`src/rtl/ccfq_pkg.sv`:
```
// shared constants and item types for the frame command filter queue
package ccfq_pkg;

  localparam int unsigned QUEUE_DEPTH = 64;
  localparam int unsigned ADDR_W      = $clog2(QUEUE_DEPTH);
  localparam int unsigned IDX_W       = ADDR_W + 1;
  localparam int unsigned MAX_BYTES   = 8;
  localparam int unsigned CNT_W       = $clog2(MAX_BYTES + 1);
  localparam int unsigned LIMIT_W     = 9;
  localparam int unsigned CFG_IDX_W   = 1;

  typedef enum logic [CFG_IDX_W-1:0] {
    CFG_COMMAND_LIMIT = 1'b0,
    CFG_IDLE_CODE     = 1'b1
  } cfg_reg_e;

  typedef enum logic [1:0] {
    ST_IDLE,
    ST_SCAN,
    ST_READ,
    ST_DATA
  } ccfq_state_e;

  typedef struct packed {
    logic       frame_valid;
    logic [3:0] frame_length;
    logic [7:0] data_byte0;
    logic [7:0] data_byte1;
    logic [7:0] data_byte2;
    logic [7:0] data_byte3;
    logic [7:0] data_byte4;
    logic [7:0] data_byte5;
    logic [7:0] data_byte6;
    logic [7:0] data_byte7;
  } in_item_t;

  typedef struct packed {
    logic       frame_received;
    logic [7:0] command_out;
    logic       command_present;
    logic       overflow;
  } out_item_t;

endpackage

```
`src/rtl/can_command_filter_queue.sv`:
```
// top level of the frame command filter queue
// Each item is one poll. The block accepts it, then scans one data byte per
// cycle (length saturated to eight, none when no frame is flagged), writing
// each byte below command_limit into a single-port 64-entry store, then reads
// the oldest entry in ST_READ and forms the result in ST_DATA. The result
// sits in an output register, so the next item is taken while it waits. Bytes
// that find the store full are dropped and flagged; the store empties only when
// a poll finds it fully drained, which clears both indices and returns idle_code.
module can_command_filter_queue (
  input  logic                            clk_i,
  input  logic                            rst_ni,
  input  ccfq_pkg::in_item_t              in_item_i,
  input  logic                            in_valid_i,
  output logic                            in_stall_o,
  output ccfq_pkg::out_item_t             out_item_o,
  output logic                            out_valid_o,
  input  logic                            out_stall_i,
  input  logic                            cfg_valid_i,
  output logic                            cfg_ready_o,
  input  logic [ccfq_pkg::CFG_IDX_W-1:0]  cfg_index_i,
  input  logic [ccfq_pkg::LIMIT_W-1:0]    cfg_data_i
);
  import ccfq_pkg::*;

  ccfq_state_e         state_q, state_d;
  in_item_t            item_q, item_d;
  logic [CNT_W-1:0]    cnt_q, cnt_d;
  logic [CNT_W-1:0]    len_q, len_d;
  logic [IDX_W-1:0]    wr_q, wr_d;
  logic [IDX_W-1:0]    rd_q, rd_d;
  logic                drop_q, drop_d;
  logic                pop_q, pop_d;
  out_item_t           out_q, out_d;
  logic                out_valid_q, out_valid_d;
  logic [LIMIT_W-1:0]  limit_q;
  logic [7:0]          idle_q;
  logic                mem_we, mem_re;
  logic [ADDR_W-1:0]   mem_addr;
  logic [7:0]          mem_rdata;
  logic [7:0]          cur_byte;
  logic [CNT_W-1:0]    in_len;

  ccfq_store u_store (
    .clk_i   (clk_i),
    .we_i    (mem_we),
    .re_i    (mem_re),
    .addr_i  (mem_addr),
    .wdata_i (cur_byte),
    .rdata_o (mem_rdata)
  );

  assign cfg_ready_o = 1'b1;

  always_ff @(posedge clk_i or negedge rst_ni) begin
    if (!rst_ni) begin
      limit_q <= LIMIT_W'(256);
      idle_q  <= 8'd0;
    end else if (cfg_valid_i) begin
      case (cfg_reg_e'(cfg_index_i))
        CFG_COMMAND_LIMIT: limit_q <= cfg_data_i;
        CFG_IDLE_CODE:     idle_q  <= cfg_data_i[7:0];
        default:           limit_q <= limit_q;
      endcase
    end
  end

  always_comb begin
    case (cnt_q[2:0])
      3'd0:    cur_byte = item_q.data_byte0;
      3'd1:    cur_byte = item_q.data_byte1;
      3'd2:    cur_byte = item_q.data_byte2;
      3'd3:    cur_byte = item_q.data_byte3;
      3'd4:    cur_byte = item_q.data_byte4;
      3'd5:    cur_byte = item_q.data_byte5;
      3'd6:    cur_byte = item_q.data_byte6;
      default: cur_byte = item_q.data_byte7;
    endcase
  end

  // saturated length, zero without a frame
  assign in_len = !in_item_i.frame_valid ? CNT_W'(0) :
                  (in_item_i.frame_length > CNT_W'(MAX_BYTES)) ? CNT_W'(MAX_BYTES) :
                  in_item_i.frame_length;

  always_ff @(posedge clk_i or negedge rst_ni) begin
    if (!rst_ni) begin
      state_q     <= ST_IDLE;
      cnt_q       <= '0;
      len_q       <= '0;
      wr_q        <= '0;
      rd_q        <= '0;
      drop_q      <= 1'b0;
      pop_q       <= 1'b0;
      out_valid_q <= 1'b0;
    end else begin
      state_q     <= state_d;
      cnt_q       <= cnt_d;
      len_q       <= len_d;
      wr_q        <= wr_d;
      rd_q        <= rd_d;
      drop_q      <= drop_d;
      pop_q       <= pop_d;
      out_valid_q <= out_valid_d;
    end
  end

  always_ff @(posedge clk_i) begin
    item_q <= item_d;
    out_q  <= out_d;
  end

  always_comb begin
    state_d     = state_q;
    item_d      = item_q;
    cnt_d       = cnt_q;
    len_d       = len_q;
    wr_d        = wr_q;
    rd_d        = rd_q;
    drop_d      = drop_q;
    pop_d       = pop_q;
    out_d       = out_q;
    out_valid_d = out_valid_q && out_stall_i;
    mem_we      = 1'b0;
    mem_re      = 1'b0;
    mem_addr    = wr_q[ADDR_W-1:0];

    case (state_q)
      ST_IDLE: begin
        if (in_valid_i) begin
          item_d  = in_item_i;
          len_d   = in_len;
          cnt_d   = '0;
          drop_d  = 1'b0;
          state_d = (in_len == '0) ? ST_READ : ST_SCAN;
        end
      end
      ST_SCAN: begin
        if ({1'b0, cur_byte} < limit_q) begin
          if (wr_q < IDX_W'(QUEUE_DEPTH)) begin
            mem_we = 1'b1;
            wr_d   = wr_q + 1'b1;
          end else begin
            drop_d = 1'b1;
          end
        end
        cnt_d = cnt_q + 1'b1;
        if (cnt_d == len_q) begin
          state_d = ST_READ;
        end
      end
      ST_READ: begin
        mem_addr = rd_q[ADDR_W-1:0];
        if (rd_q < wr_q) begin
          mem_re = 1'b1;
          rd_d   = rd_q + 1'b1;
          pop_d  = 1'b1;
        end else begin
          rd_d  = '0;
          wr_d  = '0;
          pop_d = 1'b0;
        end
        state_d = ST_DATA;
      end
      ST_DATA: begin
        if (!out_valid_q || !out_stall_i) begin
          out_d.frame_received  = item_q.frame_valid;
          out_d.command_out     = pop_q ? mem_rdata : idle_q;
          out_d.command_present = pop_q;
          out_d.overflow        = drop_q;
          out_valid_d           = 1'b1;
          state_d               = ST_IDLE;
        end
      end
      default: begin
        state_d = ST_IDLE;
      end
    endcase
  end

  assign in_stall_o  = (state_q != ST_IDLE);
  assign out_item_o  = out_q;
  assign out_valid_o = out_valid_q;

endmodule

```
`src/rtl/ccfq_store.sv`:
```
// single-port command store with registered read data
module ccfq_store (
  input  logic                       clk_i,
  input  logic                       we_i,
  input  logic                       re_i,
  input  logic [ccfq_pkg::ADDR_W-1:0] addr_i,
  input  logic [7:0]                 wdata_i,
  output logic [7:0]                 rdata_o
);
  import ccfq_pkg::*;

  logic [7:0] mem_q [QUEUE_DEPTH];
  logic [7:0] rdata_q;

  always_ff @(posedge clk_i) begin
    if (we_i) begin
      mem_q[addr_i] <= wdata_i;
    end else if (re_i) begin
      rdata_q <= mem_q[addr_i];
    end
  end

  assign rdata_o = rdata_q;

endmodule

```
`config.mk`:
```
export PLATFORM = sky130hd
export DESIGN_NAME = can_command_filter_queue
export DESIGN_NICKNAME = d
export VERILOG_FILES = /design/src/rtl/ccfq_pkg.sv /design/src/rtl/can_command_filter_queue.sv /design/src/rtl/ccfq_store.sv
export SDC_FILE = /design/constraint.sdc
export NUM_CORES = 1
export LEC_CHECK = 0
export BUFFER_PORTS_ARGS = -buffer_cell sky130_fd_sc_hd__buf_2
export CAP_MARGIN = 20
export CORE_MARGIN = 2
export CORE_UTILIZATION = 55
export CTS_BUF_LIST = sky130_fd_sc_hd__clkbuf_8
export CTS_CLUSTER_SIZE = 20
export DETAILED_ROUTE_END_ITERATION = 10
export GPL_TIMING_DRIVEN = 0
export PLACE_DENSITY = 0.7
export SYNTH_ARGS = -nofsm -noshare
export SYNTH_HDL_FRONTEND = slang
export SYNTH_SLANG_ARGS = --single-unit
```
`constraint.sdc`:
```
create_clock -name clk_i -period 12.65 [get_ports clk_i]
set_clock_uncertainty 0.05 [all_clocks]
set_input_delay 0.6325 -clock clk_i [delete_from_list [all_inputs] [get_ports clk_i]]
set_output_delay 0.6325 -clock clk_i [all_outputs]
set_load 0.02 [all_outputs]
```
==> results.txt <==
The multi-input combinational cell area came out at 5480 sq um. The proportion of netlist area held by the largest area contributor is 0.721. The sum of negative setup slack came out at 0 ns. After global routing the overflow that remains totals 0. Along the worst path, the maximum fanout reaches 28. The number of clock sinks is 640. The signed area change from the synthesized netlist to the final layout came out at 14.4%. Walking the worst path, the cells encountered are ha_1 -> ha_1 -> clkbuf_1 -> or4_1 -> clkbuf_1 -> clkbuf_1 -> nor2_1 -> a21oi_4 -> ha_1 -> nand4b_1 -> o32ai_1 -> or2_2 -> nor4b_2 -> nand2_1 -> nor2_1. The number of fill cells came out at between 3000 and 4000.

After clock tree synthesis, the repair step resized 0 gates. The worst slack after detailed placement came out at ~5.5 ns. The fraction of final layout cells sized beyond drive strength 1 came out at 0.182.

Setup repair after global routing left no endpoint under its margin. The post-route cell area is 28400 sq um. After synthesis, the cell types taking the most area are edfxtp_1, a22oi_1, dfrtp_1.

The area fraction in compound gates after synthesis came out at 0.126. The insertion delay of the later-clocked pin in the worst-skew pair is ~0.72 ns. The number of global-route vias before repair came out at roughly 16000.

The fraction of the mapped netlist area in simple logic gates came out at 0.0553. The critical-path cell with the highest stage delay is nor2_1. At the end of routability-driven placement, the weighted congestion stood at roughly 0.92. The total via count after detailed routing came out at 16146. TritonCTS built the clock tree. The total number of yosys warnings is 0. The flow ran to the end, and the final reports show no timing, DRC or antenna violations. The die height is 216 microns. Synthesis produced a netlist with a net count of between 1500 and 2000. edfxtp_1 is the most common cell in the netlist. For the pin with the worst max-slew slack, the measured transition is 1.37 ns. The synthesized design contains slightly below 600 enable-type register cells. Detailed placement finished with a half-perimeter wire length of roughly 48000 microns.

The final hold violation count came out at 0. CTS placed an instance of clkbuf_8 at the clock tree root. STA classifies the critical path endpoint as a flip-flop. The total wirelength of the detailed-routed design is approximately 73000 microns. In this run the standard cell core region covers between 40000 and 50000 sq um. The total leakage power came out at ~9.4 nW. In this run the worst hold path is classified as input port to flip-flop. The leading register cell type out of synthesis is edfxtp_1.

The time the worst path needs with I/O delays and setup is between 7 and 8 ns. The count of unresolved DRC violations after routing came out at 0. Clock-pin slew was measured on the worst setup and hold paths at approximately 0.060 ns. The element type at the critical path start is a flip-flop.

The detailed router's first-iteration violation count is roughly 2600. The storage element area is roughly 19000 sq um. The final antenna-violating net count came out at 0. The average wire length per cell after detail routing came out at 29.9 microns.

The final-stage net count is 1870. The maximum cell stage delay along the critical path is about 0.97 ns. Clock tree synthesis inserted a total of just over 100 buffers. The mean instance size in the synthesized netlist is roughly 16 sq um.

The maximum number of pins on one net before global-route repair came out at between 40 and 50. The share of the core filled with cells came out at 0.640. The arrival time reported for the critical path endpoint came out at ~7.6 ns. The number of iterations in the first detailed-routing pass is 6.

The post-synthesis instance total came out at approximately 1500. The number of H-tree branching levels came out at 3. The initial antenna violation count came to 5. By startpoint and endpoint, the worst setup path is classified as flip-flop to flip-flop.

The sequential cell area fraction in the yosys report is 0.765. The max-slew violation count came out at 0. The share of flip-flops with an asynchronous set or reset is 0.0688. Of the total synthesized cell area, the portion taken by XOR and XNOR cells is 0.00176. During placement, the flow inserted port buffers numbering 96. The max-capacitance violation count came out at 0. Counting flops and latches in the post-synthesis netlist gives 640. The area of placed instances came out at ~27000 sq um. The commonest cells after synthesis are edfxtp_1, a22oi_1, nand2_1, nor2_1, o21ai_0. The wire length of the first global-routing pass came out at roughly 100000 microns. Together, buffers and inverters on the worst path number 3. The count of final setup violators is 0. The cell area after synthesis is between 20000 and 25000 sq um. The die footprint came out at around 47000 sq um. In this run the power density over the cells is between 200 and 300 nW/um^2. The number of placed I/O pins is 98. The clock passes through at most 3 buffers.

Data on the critical path is required at its endpoint by between 10 and 15 ns. The number of different library cells in the post-synthesis netlist is 66. For this configuration, the core starts out at a cell density of 0.559. The largest total area in the synthesized netlist belongs to edfxtp_1. The period utilization came out at 0.581. The hold slack is roughly 0.056 ns. The post-synthesis share of cell area spent on full adders, half adders and majority gates is 0.0121. The maximum frequency from static timing analysis came out at approximately 140 MHz.

Dividing the detail-routed via count by the number of cells gives between 6 and 7. After synthesis, the largest family of logic cells by area is compound AO/OA/AOI/OAI gates. The number of cell rows came out at 77. The kind of cell with the highest combined delay along the critical path is simple AND/OR/NAND/NOR gates. The worst-case IR drop observed on VDD is 183 uV.

The aggregate global-route resource usage is 0.314. The minimum setup slack in the final design is roughly 5.3 ns. In this run the horizontal extent of the chip is roughly 220 microns.

The relative slew slack is 0.0715. After synthesis, the share of cell area in mux cells is 0.0205.
per-layer routing:
metal  GRT usage  vias to the layer above  part of all wire
met5           0                        -           0.00082
met2       0.469                     1138              0.45
met3       0.110                      248              0.13
met1       0.407                     8049              0.37
met4       0.164                        8             0.056
li1            -                     6703                 -
placed cells by master, fill, tap and decap left out, types with 13 or more instances in the layout:
master,netlist,layout
a22oi_1,199,199
nand2_1,88,88
a21oi_1,28,26
a41oi_1,35,35
ha_1,24,24
buf_2,26,125
o21ai_0,56,56
clkinv_1,0,31
clkbuf_1,47,47
clkbuf_8,0,101
mux2_2,39,39
nand3_1,14,14
a31oi_1,25,19
inv_1,26,60
dfrtp_1,43,43
edfxtp_1,596,596
nor4_1,13,13
nor2_1,88,88
power breakdown:
| group | internal (W) | switching, W |
|---|---|---|
| Combinational | 0.000798 | 0.00200 |
| Clock | 0.000788 | 0.000818 |
| Sequential | 0.00298 | 0.0000615 |
| Total | 0.00456 | 0.00288 |
layout make-up:
class | instances | area share
clock buffer | 101 | 0.0489
buffer | 87 | 0.0134
multi-input combinational | 783 | 0.193
tap | 592 | 0.0261
inverter | 26 | 0.00344
sequential | 640 | 0.669
clock inverter | 85 | 0.0146
antenna | 1 | 0.0000881
timing repair buffer | 123 | 0.0319
cells by family (layout without fill, tap and decap cells):
kind of cell	Yosys count	count (layout)
DFF	640	640
adders and majority gates	24	24
other	1	2
AOI/OAI and AO/OA	430	430
and+or+nand+nor	278	278
xor gates and xnor gates	5	5
buffers and inverters	113	422
muxes	45	45
per-stage QoR:
| step | std cells | power (W) |
|---|---|---|
| 2_1_floorplan | 1536 | 0.00448 |
| 3_3_place_gp | 2224 | 0.00557 |
| 3_5_place_dp | 2246 | 0.00577 |
| 4_1_cts | 2432 | 0.00734 |
| 5_1_grt | 2437 | 0.00765 |
| 6_report | 2438 | 0.00744 |
worst reg2reg max path, stage by stage (launching register included):
cell and delay, ns:
dfrtp_1 0.47, ha_1 0.20, ha_1 0.14, clkbuf_1 0.39, or4_1 0.18, clkbuf_1 0.25
clkbuf_1 0.80, nor2_1 0.18, a21oi_4 0.76, ha_1 0.41, nand4b_1 0.17, o32ai_1 0.16
or2_2 0.35, nor4b_2 0.79, nand2_1 0.70, nor2_1 0.97
state kept, by name, indices dropped and copies added, names as in the netlist, 7 cells and up:
name	count
u_store.mem_q	512
limit_q	9
wr_q	7
idle_q	8
out_item_o	11
item_q	65
rd_q	7
u_store.rdata_o	8
path summary, 6_finish.rpt:
| kind | cells past startpoint | start | slack (ns) | to |
|---|---|---|---|---|
| setup / recovery | 15 | cnt_q[0] | 5.30 | u_store.mem_q[23][2] |
| hold / removal | 1 | in_item_i[9] | 0.06 | item_q[9] |
| setup reg to reg | 15 | cnt_q[0] | 5.30 | u_store.mem_q[23][2] |
| hold reg to reg | 0 | item_q[68] | 0.39 | out_item_o[10] |
| max in group asynchronous | 3 | rst_ni | 11.78 | limit_q[8] |
| min in group asynchronous | 2 | rst_ni | 0.24 | len_q[0] |
what timing repair did:
item | in CTS | in global routing
endpoints found under the setup margin | 0 | 0
hold buffers | 0 | 1
buffers inserted | 0 | 0
hold endpoints to repair | 0 | 43
No activity file was read; power rests on OpenSTA's default activity.
